===== src/hdl/pst_pkg.sv =====
// ----------------------------------------------------------------------------
// pst_pkg
// Shared widths, reset values, register indexes and types of the piezo
// onset sample trigger.
// ----------------------------------------------------------------------------
package pst_pkg;

	// Default sizes
	localparam int STORE_DEPTH_DEF = 65536;
	localparam int FRAC_BITS_DEF   = 22;

	// Field and register widths
	localparam int SMP_W    = 16;
	localparam int WORD_W   = 16;
	localparam int POLE_W   = 16;
	localparam int LVL_W    = 23;
	localparam int LEN_W    = 17;
	localparam int PEAK_W   = 24;
	localparam int DATA_W   = 48;
	localparam int APB_AW   = 5;
	localparam int APB_DW   = 32;

	// Output queue depth
	localparam int OFIFO_DEPTH = 8;

	// Register reset values
	localparam logic [POLE_W-1:0] POLE_RST   = 16'd64881;
	localparam logic [LVL_W-1:0]  THR_RST    = 23'd4194;
	localparam logic [LVL_W-1:0]  MARGIN_RST = 23'd4194;
	localparam logic [LVL_W-1:0]  DECAY_RST  = 23'd210;
	localparam logic [LEN_W-1:0]  LEN_RST    = 17'd0;

	// Item kinds carried in tuser
	localparam logic ACT_SAMPLE = 1'b0;
	localparam logic ACT_LOAD   = 1'b1;

	// Register indexes (byte address / 4)
	typedef enum logic [2:0] {
		REG_POLE   = 3'd0,
		REG_THR    = 3'd1,
		REG_MARGIN = 3'd2,
		REG_DECAY  = 3'd3,
		REG_LEN    = 3'd4
	} reg_idx_t;

	// Item payload travelling down the pipeline
	typedef struct packed {
		logic              load;
		logic [SMP_W-1:0]  addr;
		logic [WORD_W-1:0] value;
	} item_t;

	// Detector result handed to the playback stage
	typedef struct packed {
		logic              onset;
		logic [PEAK_W-1:0] peak;
	} det_t;

	// Result item, audio word in the lowest bits
	typedef struct packed {
		logic [PEAK_W-1:0] peak_level;
		logic              onset;
		logic              playing;
		logic [WORD_W-1:0] audio_word;
	} res_t;

endpackage


===== src/hdl/pst_peak_track.sv =====
// ----------------------------------------------------------------------------
// pst_peak_track
// Full-wave rectifier, decaying peak tracker and once-per-peak onset
// detector.
// ----------------------------------------------------------------------------
module pst_peak_track #(
	parameter int FRAC_BITS = pst_pkg::FRAC_BITS_DEF
) (
	input  logic                          clk,
	input  logic                          arst_n,
	input  logic                          vld_s2,
	input  pst_pkg::item_t                itm_s2,
	input  logic signed [FRAC_BITS+2:0]   y,
	input  logic [pst_pkg::LVL_W-1:0]     onset_threshold,
	input  logic [pst_pkg::LVL_W-1:0]     drop_margin,
	input  logic [pst_pkg::LVL_W-1:0]     peak_decay,
	output logic                          vld_s3,
	output pst_pkg::item_t                itm_s3,
	output pst_pkg::det_t                 det_s3
);

	localparam int SW = FRAC_BITS + 3;
	localparam int LW = FRAC_BITS + 2;
	localparam int CW = ((LW > pst_pkg::LVL_W) ? LW : pst_pkg::LVL_W) + 1;

	logic [SW-1:0] ymag;
	logic [LW-1:0] level;
	logic [LW-1:0] peak_q;
	logic [LW-1:0] peak_n;
	logic          fired_q;
	logic          fired_n;
	logic          fire;
	logic          smp_go;

	// Rectify and saturate
	always_comb begin
		ymag  = y[SW-1] ? unsigned'(SW'(-y)) : unsigned'(y);
		level = ymag[SW-1] ? {LW{1'b1}} : ymag[LW-1:0];
	end

	// Follow rises, otherwise decay while the step fits
	always_comb begin
		peak_n  = peak_q;
		fired_n = fired_q;
		if (level >= peak_q) begin
			peak_n  = level;
			fired_n = 1'b0;
		end else if (CW'(peak_q) >= CW'(peak_decay)) begin
			peak_n = peak_q - LW'(peak_decay);
		end
		fire = (CW'(level) + CW'(drop_margin) < CW'(peak_n)) &&
		       (CW'(peak_n) >= CW'(onset_threshold)) && !fired_n;
	end

	assign smp_go = vld_s2 && !itm_s2.load;

	always_ff @(posedge clk or negedge arst_n) begin
		if (!arst_n) begin
			peak_q  <= '0;
			fired_q <= 1'b0;
			vld_s3  <= 1'b0;
		end else begin
			vld_s3 <= vld_s2;
			if (smp_go) begin
				peak_q  <= peak_n;
				fired_q <= fired_n || fire;
			end
		end
	end

	always_ff @(posedge clk) begin
		itm_s3       <= itm_s2;
		det_s3.onset <= fire;
		det_s3.peak  <= pst_pkg::PEAK_W'(peak_n);
	end

endmodule


===== config.mk =====
export PLATFORM = sky130hd
export DESIGN_NAME = pst_peak_track
export DESIGN_NICKNAME = d
export VERILOG_FILES = /design/src/hdl/pst_pkg.sv /design/src/hdl/pst_peak_track.sv
export SDC_FILE = /design/constraint.sdc
export NUM_CORES = 1
export LEC_CHECK = 0
export ABC_CLOCK_PERIOD_IN_PS = 5500
export BUFFER_PORTS_ARGS = -buffer_cell sky130_fd_sc_hd__buf_4
export CAP_MARGIN = 20
export CORE_MARGIN = 8
export CORE_UTILIZATION = 55
export CTS_CLUSTER_DIAMETER = 80
export DETAILED_ROUTE_END_ITERATION = 16
export GPL_TIMING_DRIVEN = 0
export PLACE_DENSITY = 0.81
export SLEW_MARGIN = 10
export SYNTH_ARGS = -nofsm -noshare
export SYNTH_HDL_FRONTEND = slang
export SYNTH_SLANG_ARGS = --single-unit

===== constraint.sdc =====
create_clock -name clk -period 5.5 [get_ports clk]
set_input_delay 1.1 -clock clk [delete_from_list [all_inputs] [get_ports clk]]
set_output_delay 1.1 -clock clk [all_outputs]
set_load 0.05 [all_outputs]

# --- After elaboration in Yosys (flattened, before gate mapping) ---
# Index checks and enable logic that the tools add are counted.
totals:
  reg_bits: 84
  latch_bits: 0
  ram_bits: 0
  romBits: 0
  inputBits: 130
  out_inout_bits: 59
  elab_cells: 26
  n_memories: 0
classes:
  n_addsub: 3
  multipliers: 0
  n_div: 0
  magnitude_cmp: 4
  n_eq_ne: 0
  shift: 0
  mux: 5
  n_bitwise: 0
  reduce_logical: 6
op_table:
  columns: ["op", "n"]
  rows:
  - ["$mux 24", 3]
  - ["$ge 24x23->1", 2]
  - ["$add 24x23->25", 1]
  - ["$lt 25x24->1", 1]
  - ["$mux 25", 1]
  - ["$neg 25->25", 1]
  - ["$ge 24x24->1", 1]
  - ["$sub 24x23->24", 1]
  - ["$logic_and 1x1->1", 3]
  - ["$logic_not 1->1", 2]
  - ["$logic_or 1x1->1", 1]
  - ["$mux 1", 1]

# --- Longest topological paths before layout ---
# Gate-level depths: netlist of run 1.
depth:
  ltp_word: 9
  ltp_mapped: 29
  mapped_depth_nobuf: 28

# --- Worst setup path after synthesis of run 1 ---
# OpenSTA, ideal clock, no wires.
synth_path:
  path_kind: "input to register"
  from: "input y[10]"
  to: "register fired_q"
  setup_ns: 0.130
  arrival_ns: 6.495
  required_time_ns: 5.370
  slack_ns: -1.125
  path_stages: 27
  n_path_buf: 1
  cell_sequence: "or3_1 or2_2 or3_1 nor4_1 nor2_1 o21ai_0 inv_1 ha_1 nand4_1 nor4_1 a222oi_1 or3b_1 nor2_1 clkbuf_1 o211ai_1 o21ai_0 inv_1 ha_1 a21o_1 a21oi_1 o21ai_0 a2111oi_0 o22a_1 o21ai_0 a31oi_1 o211a_1 o31ai_2"
synth_via:
  elab_chain_cells: 9
  elab_cells_between_ends: 13
  classes_between: "add/sub (2); order compare (3); mux (4); reduce/logical (4)"
synth_rtl:
  columns: ["item", "line_no", "rtl"]
  rows:
  - ["start: declaration", "pst_peak_track.sv:13", "input logic signed [FRAC_BITS+2:0] y,"]
  - ["$neg 25->25", "pst_peak_track.sv:37", "ymag = y[SW-1] ? unsigned'(SW'(-y)) : unsigned'(y);"]
  - ["$mux 25 *", "pst_peak_track.sv:37", null]
  - ["$mux 24 *", "pst_peak_track.sv:38", "level = ymag[SW-1] ? {LW{1'b1}} : ymag[LW-1:0];"]
  - ["$ge 24x24->1", "pst_peak_track.sv:45", "if (level >= peak_q) begin"]
  - ["$mux 24 *", "pst_peak_track.sv:45", null]
  - ["via peak_n[1]", "pst_peak_track.sv:29", "logic [LW-1:0] peak_n;"]
  - ["$lt 25x24->1 or $ge 24x23->1 (tied branches)", "pst_peak_track.sv:51, pst_peak_track.sv:52", null]
  - ["$logic_and 1x1->1 *", "pst_peak_track.sv:51", "fire = (CW'(level) + CW'(drop_margin) < CW'(peak_n)) &&"]
  - ["$logic_and 1x1->1 *", "pst_peak_track.sv:52", "(CW'(peak_n) >= CW'(onset_threshold)) && !fired_n;"]
  - ["$logic_or 1x1->1 *", "pst_peak_track.sv:66", "fired_q <= fired_n || fire;"]
  - ["end signal: assignment", "pst_peak_track.sv:66", null]
  - ["end: declaration", "pst_peak_track.sv:30", "logic fired_q;"]
# The timed path passes the listed nets; every way through them passes the cells marked *.
# A chain may end at the register's enable or synchronous reset.

# --- Final worst setup path of run 1 ---
layout_path:
  from: "input y[12]"
  to: "register fired_q"
layout_via:
  elab_chain_cells: 9
  elab_cells_between_ends: 13
  classes_between: "add/sub (2); order compare (3); mux (4); reduce/logical (4)"
layout_rtl:
  columns: ["item", "line_no"]
  rows:
  - ["$neg 25->25", "pst_peak_track.sv:37"]
  - ["$mux 25 *", "pst_peak_track.sv:37"]
  - ["$mux 24 *", "pst_peak_track.sv:38"]
  - ["$ge 24x24->1", "pst_peak_track.sv:45"]
  - ["$mux 24", "pst_peak_track.sv:45"]
  - ["$lt 25x24->1 or $ge 24x23->1 (tied branches)", "pst_peak_track.sv:51, pst_peak_track.sv:52"]
  - ["$logic_and 1x1->1", "pst_peak_track.sv:51"]
  - ["$logic_and 1x1->1", "pst_peak_track.sv:52"]
  - ["$logic_or 1x1->1 *", "pst_peak_track.sv:66"]
# Every way passes the cells marked *; elsewhere a longest branch is shown, timed or not.

==> summary.md, run 1 <==
| Metric | Value |
|---|---|
| Commonest non-fill, non-tap cell in the layout | `buf_4` |
| Reg2Reg Launch Point | `peak_q[9]$_DFFE_PN0P_` |
| Die area | `around 17000 µm²` |
| Critical Path Source Type | `primary input` |
| Antenna Diode Count | `0` |
| Post-synth cell types | `68` |
| Initial Util | `between 50% and 60%` |
| Most frequent cells in the layout | `buf_4, inv_1, ha_1, nand2_1` |
| Pre-CTS setup slack | `-2.18 ns` |
| Worst clock skew | `0.00991 ns` |
| Hold_sp | `fired_q$_DFFE_PN0P_` |
| Area after DPL | `just over 9000 µm²` |
| Sequential share of the synthesized area | `~25%` |
| Layout cells sized above 1 | `between 20 and 30%` |
| Clk buf depth | `2` |
| Slew Viols, Final | `0` |
| Fin worst setup slack | `-1.32 ns` |
| WL final | `approximately 23 mm` |
| Port bufs | `about 190` |
| Fmax | `147 MHz` |
| Fin area | `between 10000 and 15000 µm²` |
| Worst Hold Class | `reg2reg` |
| Routed Antenna Nets | `0` |
| Met2 Usage GRT | `roughly two fifths` |
| Initial antenna violation count | `0` |
| Via/cell ratio | `between 5 and 6` |
| CTS root buffer | `clkbuf_16` |
| Routing usage on met1 | `31.7%` |
| GR Layer Usage met3 | `between 5 and 6%` |
| Setup crit end kind | `flop` |
| Core area | `approximately 13000 µm²` |
| Initial DRC count | `around 550` |
| Crit path required time | `~5.8 ns` |
| CTS sink count | `84` |
| Placed wire-length estimate | `around 17 mm` |
| WS Path Type | `in2reg` |
| Syn_area_per_cell | `slightly below 8 µm²` |
| Max-Cap Viols | `0` |
| Final Hold Viols | `0` |
| Setup TNS | `-2.57 ns` |
| Failing checks | `negative setup slack` |
| Largest net degree at the start of global routing | `27` |
| RSZ-0062 raised after global routing | `yes` |
| Die Wd | `131 µm` |
| Vias in the first global route | `roughly 7300` |
| Row cnt | `42` |
| GRT overflow | `0` |
| GRT Util Overall | `24.9%` |
| Final setup fails | `2` |
| Area of the mapped netlist | `around 7300 µm²` |
| PD cells | `between 500 and 600 nW/µm²` |
| DR pass1 iterations | `9` |
| Clock buffer count from CTS | `9` |
| Number of flops mapped to enable cells by yosys | `0` |
| First-pass GRT wire length | `35.9 mm` |
| WL/cell | `17.4 µm` |
| Warnings, synthesis | `0` |
| Clock slew at reported path FFs | `around 0.060 ns` |
| Status | `finished, violations left` |
| Clk_lat worst skew | `roughly 0.34 ns` |
| Total power | `roughly 5.9 mW` |
| Max-slew headroom | `between 50% and 60%` |
| Synthesis-to-finish area growth | `38.3%` |
| Synth Instances | `924` |
| CP max FO | `6` |
| Synth Flop Type | `dfxtp_1` |
| Leak pwr | `just over 5 nW` |
| FF-to-FF setup slack | `-0.08 ns` |
| CP arrival | `7.07 ns` |
| VDD IR max | `between 0.2 and 0.3 mV` |
| Nets | `1416` |
| CP startpoint | `y[12]` |
| Vias | `between 7000 and 8000` |
| GR peak layer | `met2` |
| Post-synth net total | `about 1200` |
| FFs w/ async S/R, synth | `between 30 and 40%` |
| Period utilization | `124%` |
| Routability-driven placement congestion ratio | `around 0.94` |
| # IOs | `roughly 190` |
| CTS tree | `yes` |
| Drc violations | `0` |
| H-tree depth | `3` |
| Worst slew pin tran | `roughly 0.62 ns` |
| #FFs+latches synth | `84` |
| Fin crit period | `~7 ns` |
| Chip Height | `approximately 130 µm` |
## report_power, final
part	internal [mW]	switching, mW
Clock	0.393	0.234
Combinational	1.74	2.60
Sequential	0.821	0.148
Total	2.96	2.99
## cells by family after synthesis
family | share of synthesized area, %
and+or+nand+nor | 16.3
adders and majority gates | 20.3
buffers and inverters | 7.08
DFF | 24.7
muxes | 0.136
AOI/OAI and AO/OA | 25.3
xor gates and xnor gates | 6.21
## state kept, by name (all words and copies together), names as in the netlist
name,cells
itm_s3,33
peak_q,24
fired_q,1
vld_s3,1
det_s3,25
## routing by layer
layer  vias up  wire (µm)
met1      3500       9870
met3        84       2020
met2       447      10800
met5         -          0
met4         0        781
li1       3767          -
## final timing paths
check	depth (start not counted)	end
hold / removal	1	det_s3[24]$_DFF_P_
setup reg to reg	19	fired_q$_DFFE_PN0P_
hold reg to reg	1	det_s3[24]$_DFF_P_
max in group asynchronous	1	peak_q[11]$_DFFE_PN0P_
setup / recovery	26	fired_q$_DFFE_PN0P_
min in group asynchronous	1	peak_q[0]$_DFFE_PN0P_
## metrics by stage
stage	instances	utilization (%)	hold WS, ns
global route	1349	77.2	0.478
detailed placement	1288	68.9	0.441
finish	1349	77.2	0.476
CTS	1336	75.3	0.467
floorplan	924	-	0.422
global placement	1288	68.9	0.437
## final cells by class
| type | instances | area (µm²) |
|---|---|---|
| Clock buffer | 12 | 268 |
| Timing Repair Buffer | 233 | 1790 |
| Multi-Input combinational cell | 702 | 5410 |
| Inverter | 117 | 442 |
| Sequential cell | 84 | 1810 |
| Fill cell | 940 | 2990 |
| Tap cell | 176 | 220 |
| Clock inverter | 4 | 52.6 |
| Buffer | 21 | 159 |
## Yosys cell counts, drive strengths merged, types with 2 or more instances
master,number,area share [%]
nand3,21,1.6
o2111ai,3,0.36
a21o,36,3.7
o211ai,11,1.1
nand2,96,4.9
nor4,5,0.84
nor2b,8,0.68
and3,5,0.56
o31a,3,0.36
xor2,25,3.0
clkbuf,20,1.0
nand4,11,1.0
a2111oi,2,0.24
a21boi,5,0.51
fa,2,0.55
nor2,48,2.5
or3,8,0.75
a31oi,9,0.77
or4,2,0.20
dfxtp,58,16
ha,116,20
a41o,3,0.41
a21oi,71,4.8
a31o,3,0.36
o21ai,86,5.9
nor3,15,1.0
o21a,8,0.82
and2,4,0.38
o31ai,10,1.3
o21bai,2,0.20
nand2b,9,0.77
or3b,2,0.24
dfrtp,26,8.9
o22ai,3,0.26
a211oi,5,0.51
and4,2,0.24
xnor2,27,3.2
a211o,5,0.60
inv,117,6.0
a311o,3,0.41
or2,3,0.26
o311ai,5,0.60
o211a,2,0.27
o41ai,4,0.48
a221o,2,0.27
## worst max-delay path, cell delays in order
cell and delay (ns):
buf_4 0.13, or2_2 0.34, nor4_4 0.30, buf_4 0.17, nand3_4 0.10, o41ai_4 0.35, xor2_1 0.21, nand2_2 0.13
ha_4 0.31, nand4_1 0.22, nor4_4 0.42, a222oi_1 0.15, or3b_4 0.29, nor2_4 0.06, buf_6 0.12, buf_8 0.13
buf_4 0.15, o21ai_0 0.40, ha_1 0.32, nor2b_1 0.14, o21ai_0 0.23, nand2b_1 0.17, a2111oi_4 0.31, a31oi_2 0.16
a2111o_1 0.39, o31ai_2 0.24
## what timing repair did
action / CTS / global route
pin swaps: 26 / 20
buffers inserted: 32 / 13
gates resized for setup: 66 / 36
hold buffers: 0 / 0
endpoints found under the setup margin: 2 / 2
Power figures use the tool's default switching activity.
==> run 2: changes to the inputs <==
Settings changed: CELL_PAD_IN_SITES_DETAIL_PLACEMENT from default to 2, CELL_PAD_IN_SITES_GLOBAL_PLACEMENT from default to 2, CORE_UTILIZATION 55 to 31.
==> run 2 against run 1 <==
The run still ends with negative setup slack left. Critical path depth unchanged. Sequential power up 5%. Routed wire length is 61% higher. Flip-flop and latch count unchanged.
==> summary.md, run 2 (same netlist as run 1, synthesis figures left out) <==
| Metric | Value |
|---|---|
| Status | `finished, violations left` |
| Failing checks | `negative setup slack` |
| Clk_lat worst skew | `0.36 ns` |
| Vias in the first global route | `8956` |
| # IOs | `about 190` |
| Initial DRC count | `approximately 510` |
| Max-slew headroom | `a little under half` |
| Core area | `between 20000 and 25000 µm²` |
| Crit path required time | `5.77 ns` |
| Vias | `approximately 8400` |
| CTS root buffer | `clkbuf_16` |
| Cell family with most CP delay | `compound AO/OA/AOI/OAI gates` |
| Worst slew pin tran | `a little under 0.8 ns` |
| Leak pwr | `about 5.3 nW` |
| Non-filler instance count after layout | `~1500` |
| Largest register FFs | `33` |
| Clk buf depth | `2` |
| DR pass1 iterations | `5` |
| Slew Viols, Final | `0` |
| WL final | `about 38 mm` |
| WS Path Type | `in2reg` |
| Critical Path Source Type | `primary input` |
| Nets | `1423` |
| Initial antenna violation count | `0` |
| Clock slew at reported path FFs | `roughly 0.090 ns` |
| Row cnt | `56` |
| Slowest CP cell | `a2111o_1` |
| Placed wire-length estimate | `roughly 24 mm` |
| Fin worst setup slack | `-1.53 ns` |
| Worst stage delay on the critical path | `0.50 ns` |
| First-pass GRT wire length | `49.9 mm` |
| GRT Util Overall | `between 20% and 30%` |
| CTS sink count | `84` |
| CP arrival | `between 7 and 8 ns` |
| Final setup fails | `5` |
| Setup crit end kind | `flop` |
| CTS tree | `yes` |
| Antenna Diode Count | `0` |
| Die area | `28800 µm²` |
| RSZ-0062 raised after global routing | `yes` |
| Port bufs | `between 150 and 200` |
| Total placed cells including tap cells | `about 1400` |
| Chip Height | `approximately 170 µm` |
| Worst clock skew | `approximately 0.026 ns` |
| Commonest non-fill, non-tap cell in the layout | `buf_4` |
| Worst Hold Class | `reg2reg` |
| Drc violations | `0` |
| Via/cell ratio | `5.60` |
| H-tree depth | `3` |
| Initial Util | `about a third` |
| Layout cells sized above 1 | `a little under a third` |
| Max-Cap Viols | `0` |
| Total power | `~7.1 mW` |
| Fmax | `142 MHz` |
| Clock buffer count from CTS | `9` |
| Largest net degree at the start of global routing | `27` |
| Filler cell count | `roughly 2600` |
| Fin crit period | `about 7 ns` |
| Die Wd | `170 µm` |
| Routability-driven placement congestion ratio | `0.860` |
| Routed Antenna Nets | `0` |
| Final Hold Viols | `0` |
| Period utilization | `128%` |
| Largest Register | `itm_s3` |
| CP max FO | `6` |
| GRT overflow | `0` |
| Synthesis-to-finish area growth | `45.2%` |
| Pre-CTS setup slack | `-2.71 ns` |
| VDD IR max | `~0.22 mV` |
| Setup TNS | `-3.45 ns` |
| WP buf/inv | `3` |
| PD cells | `roughly 670 nW/µm²` |
| WL/cell | `around 25 µm` |
| Largest registers | `itm_s3: 33 flops, det_s3: 25 flops, peak_q: 24 flops` |
| Most frequent cells in the layout | `buf_4, inv_1, ha_1, nand2_1` |
run 2: final timing paths:
path,from,to,slack (ns),cells past startpoint
setup / recovery,y[11],fired_q$_DFFE_PN0P_,-1.53,26
hold reg to reg,fired_q$_DFFE_PN0P_,det_s3[24]$_DFF_P_,0.51,1
hold / removal,fired_q$_DFFE_PN0P_,det_s3[24]$_DFF_P_,0.51,1
min in group asynchronous,arst_n,vld_s3$_DFF_PN0_,0.65,1
max in group asynchronous,arst_n,peak_q[6]$_DFFE_PN0P_,4.53,1
setup reg to reg,peak_q[9]$_DFFE_PN0P_,fired_q$_DFFE_PN0P_,-0.76,21
run 2: area by class of cell:
type	count	area (µm²)	area share, %
multi-input combinational	702	5650	53.0
timing repair buffer	240	1860	17.5
sequential	84	1810	17.0
inverter	117	442	4.15
tap	319	399	3.75
clock buffer	12	279	2.62
buffer	21	160	1.50
clock inverter	4	52.6	0.493
run 2: metrics by stage:
stage	cell area, µm²	util [%]	hold WS, ns
5_1_grt	10700	45.7	0.511
3_5_place_dp	9230	39.5	0.446
4_1_cts	10200	43.6	0.481
3_3_place_gp	9230	39.5	0.458
2_1_floorplan	7420	-	0.422
6_report	10700	45.7	0.510
run 2: power by group:
part	internal (mW)	leakage (nW)	switching, mW
registers	0.820	0.807	0.201
logic	2.04	4.28	3.35
clock network	0.410	0.163	0.280
run 2: per-layer routing:
| layer | part of all wire, % | GRT usage (%) | up-vias |
|---|---|---|---|
| met5 | 0 | 0 | - |
| met4 | 4.2 | 8.08 | 0 |
| met3 | 5.5 | 3.73 | 112 |
| li1 | - | - | 3779 |
| met2 | 49 | 38.6 | 354 |
| met1 | 41 | 26.5 | 4156 |
run 2: repair_timing:
item / in CTS / in global routing
endpoints found under the hold margin: 0 / 0
gates resized for setup: 83 / 57
hold buffers: 0 / 0
buffers inserted: 30 / 20
pin swaps: 36 / 43
endpoints found under the setup margin: 17 / 4
gates cloned: 1 / 1
run 2: worst register-to-register path, stage by stage (launching register included):
cell,delay [ns]
dfrtp_1,0.43
ha_1,0.29
clkbuf_1,0.20
a21oi_1,0.19
o21ai_0,0.11
a221oi_1,0.71
a21oi_1,0.35
nor2_1,0.46
clkbuf_1,0.61
nor2_1,0.16
a21oi_1,0.29
o21ai_4,0.13
ha_4,0.24
a21o_1,0.18
a21o_1,0.16
a21o_1,0.18
a211oi_2,0.20
nand2b_1,0.13
o2111ai_2,0.24
a31oi_2,0.16
a2111o_1,0.50
o31ai_2,0.27
==> run 3: changes to the inputs <==
Settings changed: ABC_AREA from default to 1, CORE_UTILIZATION 31 to 30, PLACE_DENSITY 0.81 to 0.82.
==> run 3 against run 2 <==
The flow still finishes with violations (negative setup slack). First-iteration DRC count down 41%. Sequential share of layout area about the same. Critical path type unchanged. Global-route usage down 2.1 points. Largest cell class unchanged. Fmax up 24%. Final cell count up 15%. Design area up 0.14%. Flip-flop and latch count unchanged.
==> summary.md, run 3 <==
| Metric | Value |
|---|---|
| Clk_lat worst skew | `~0.35 ns` |
| Most frequent cells in the layout | `nand2_1, buf_4, inv_1, ha_1, a21oi_1` |
| H-tree depth | `3` |
| Worst slew pin tran | `about 0.8 ns` |
| Post-synth cell types | `48` |
| Post-synth top area share | `between 10% and 20%` |
| Total placed cells including tap cells | `approximately 1700` |
| Combinational fraction of design power | `around 75%` |
| #FFs+latches synth | `84` |
| CTS root buffer | `clkbuf_16` |
| Worst clock skew | `roughly 0.015 ns` |
| Leak pwr | `5.72 nW` |
| WP buf/inv | `9` |
| Drc violations | `0` |
| Post-synth net total | `between 1000 and 1500` |
| CP max FO | `5` |
| CTS tree | `yes` |
| Largest Register | `itm_s3` |
| Routability-driven placement congestion ratio | `0.857` |
| Row cnt | `59` |
| Non-filler instance count after layout | `approximately 1700` |
| Sequential share of the synthesized area | `about a quarter` |
| Via/cell ratio | `between 5 and 6` |
| Synth Instances | `approximately 1100` |
| Initial antenna violation count | `0` |
| Largest net degree at the start of global routing | `27` |
| Fin crit period | `between 5 and 6 ns` |
| WL/cell | `20.1 µm` |
| Fin worst setup slack | `-0.179 ns` |
| Period utilization | `103%` |
| PD cells | `between 500 and 600 nW/µm²` |
| First-pass GRT wire length | `49.7 mm` |
| Commonest non-fill, non-tap cell in the layout | `nand2_1` |
| Clock network power share | `9.5%` |
| Sw frac | `around 56%` |
| Top-count cell post-synth | `nand2_1` |
| Final Hold Viols | `0` |
| # IOs | `189` |
| Synth Flop Type | `dfxtp_1` |
| Pre-CTS setup slack | `-1.76 ns` |
| Psw | `around 3.4 mW` |
| Die area | `31300 µm²` |
| Layout cells sized above 1 | `27.1%` |
| Clock slew at reported path FFs | `around 0.07 ns` |
| CP arrival | `approximately 6.0 ns` |
| Routed Antenna Nets | `0` |
| RSZ-0062 raised after global routing | `yes` |
| Fmax | `roughly 180 MHz` |
| Syn_area_per_cell | `6.76 µm²` |
| Vias | `8723` |
| DR pass1 iterations | `4` |
| Chip Height | `177 µm` |
| Cell family with most CP delay | `simple AND/OR/NAND/NOR gates` |
| WL final | `34.6 mm` |
| Initial DRC count | `~300` |
| Vias in the first global route | `between 9000 and 10000` |
| Area of the mapped netlist | `7760 µm²` |
| Clock buffer count from CTS | `9` |
| Clk buf depth | `2` |
| Largest registers | `itm_s3: 33 flops, det_s3: 25 flops, peak_q: 24 flops` |
| Worst Hold Class | `reg2reg` |
| Area contributors post-synth | `ha_1, dfxtp_1, nand2_1, inv_1, dfrtp_1` |
| FFs w/ async S/R, synth | `a little under a third` |
| Crit path required time | `approximately 5.8 ns` |
| Nets | `~1600` |
| Die Wd | `roughly 180 µm` |
| VDD IR max | `about 0.26 mV` |
| WS Path Type | `in2reg` |
| Final setup fails | `2` |
| Area leader, netlist | `ha_1` |
| Placed wire-length estimate | `between 20 and 30 mm` |
| Synthesis-to-finish area growth | `37.4%` |
| Port bufs | `around 190` |
| Max-Cap Viols | `0` |
| Setup crit end kind | `flop` |
| Worst stage delay on the critical path | `roughly 0.36 ns` |
| Max-slew headroom | `approximately 46%` |
| Sequential Power Share | `between 10% and 20%` |
| Largest register FFs | `33` |
| Int Power | `2.72 mW` |
| Core area | `between 20000 and 30000 µm²` |
| Fin area | `approximately 11000 µm²` |
| Antenna Diode Count | `0` |
| Area after DPL | `roughly 9600 µm²` |
| Warnings, synthesis | `0` |
| GRT overflow | `0` |
| Slowest CP cell | `ha_1` |
| Synth top cells by count | `nand2_1, inv_1, ha_1` |
| GRT Util Overall | `19.9%` |
| CTS sink count | `84` |
| Tightest hold margin | `~0.57 ns` |
| Number of flops mapped to enable cells by yosys | `0` |
| Initial Util | `30.1%` |
| Status | `finished, violations left` |
| Failing checks | `negative setup slack` |
| Post-layout util | `between 40% and 50%` |
| Critical Path Source Type | `primary input` |
| Slew Viols, Final | `0` |
## run 3: changes by cell type after synthesis, sizes merged, moves of 11 or more
cell / previous run / this run
o21ai: 86 / 73
inv: 117 / 201
xnor2: 27 / 11
nand2: 96 / 294
nand3: 21 / 64
nor2: 48 / 85
a21oi: 71 / 82
a21o: 36 / 4
## run 3: per-stage QoR
step,power (mW),setup TNS [ns]
2_1_floorplan,3.57,0
3_3_place_gp,4.67,-3.22
3_5_place_dp,4.90,-4.58
4_1_cts,5.68,-0.000983
5_1_grt,6.59,-0.865
6_report,6.13,-0.322
## run 3: what timing repair did
action                                  4_1_cts  5_1_grt
buffers inserted                             20       17
pin swaps                                    19       58
endpoints found under the setup margin        2        2
hold buffers                                  0        0
resized for setup                            55       81
gates cloned                                  0        1
## run 3: cell type report
class                           count  area [µm²]
Clock inverter                      6        45.0
Clock buffer                       10         229
Timing Repair Buffer              225        1730
Buffer                             17         124
Tap cell                          335         419
Sequential cell                    84        1810
Multi-Input combinational cell    846        5550
Inverter                          201         762
Fill cell                        3056       15100
## run 3: logic make-up after synthesis
kind of cell	Yosys count	share of synthesized area (%)
buf+inv	219	10.7
flops	84	23.3
simple gates	489	27.6
compound gates	202	15.0
fa+ha+maj	118	19.2
xor+xnor	37	4.17
## run 3: power groups by stage
stage               combinational [mW]  sequential, mW  clock, mW
floorplan                         2.26            1.31          0
global placement                  3.71           0.963          0
detailed placement                3.92           0.977          0
CTS                               4.13           0.966      0.593
global route                      4.97           0.992      0.621
finish                            4.57           0.975      0.581
## run 3: per-layer routing
metal / vias to the layer above / wire, µm / track usage (%)
li1: 4213 / - / -
met1: 4301 / 14800 / 24.1
met2: 180 / 18000 / 36.0
met3: 29 / 1260 / 2.54
met4: 0 / 523 / 5.85
met5: - / 0 / 0
## run 3: worst reg2reg max path, stage by stage (launching register included)
cell      delay (ns)
dfrtp_1         0.43
inv_1           0.13
ha_1            0.15
inv_1           0.05
fa_1            0.45
nand2_1         0.16
nand3_1         0.11
nand3_1         0.11
nand3_1         0.09
nand2_1         0.14
nand3_2         0.19
clkbuf_1        0.36
o211ai_1        0.40
nand2_4         0.10
buf_4           0.15
buf_4           0.13
buf_4           0.12
buf_4           0.14
ha_1            0.20
a21oi_2         0.15
o21a_1          0.14
o221a_2         0.19
nand2_1         0.07
a21oi_1         0.15
nand2_1         0.13
a21oi_2         0.22
nand3_2         0.10
nand2_2         0.10
## run 3: final timing paths
check,cells after the start,to,slack [ns],startpoint
setup / recovery,31,fired_q$_DFFE_PN0P_,-0.18,y[11]
hold / removal,2,peak_q[21]$_DFFE_PN0P_,0.57,peak_q[21]$_DFFE_PN0P_
setup reg to reg,27,fired_q$_DFFE_PN0P_,0.58,peak_q[0]$_DFFE_PN0P_
hold reg to reg,2,peak_q[21]$_DFFE_PN0P_,0.57,peak_q[21]$_DFFE_PN0P_
max in group asynchronous,1,peak_q[11]$_DFFE_PN0P_,4.56,arst_n
min in group asynchronous,1,peak_q[1]$_DFFE_PN0P_,0.65,arst_n
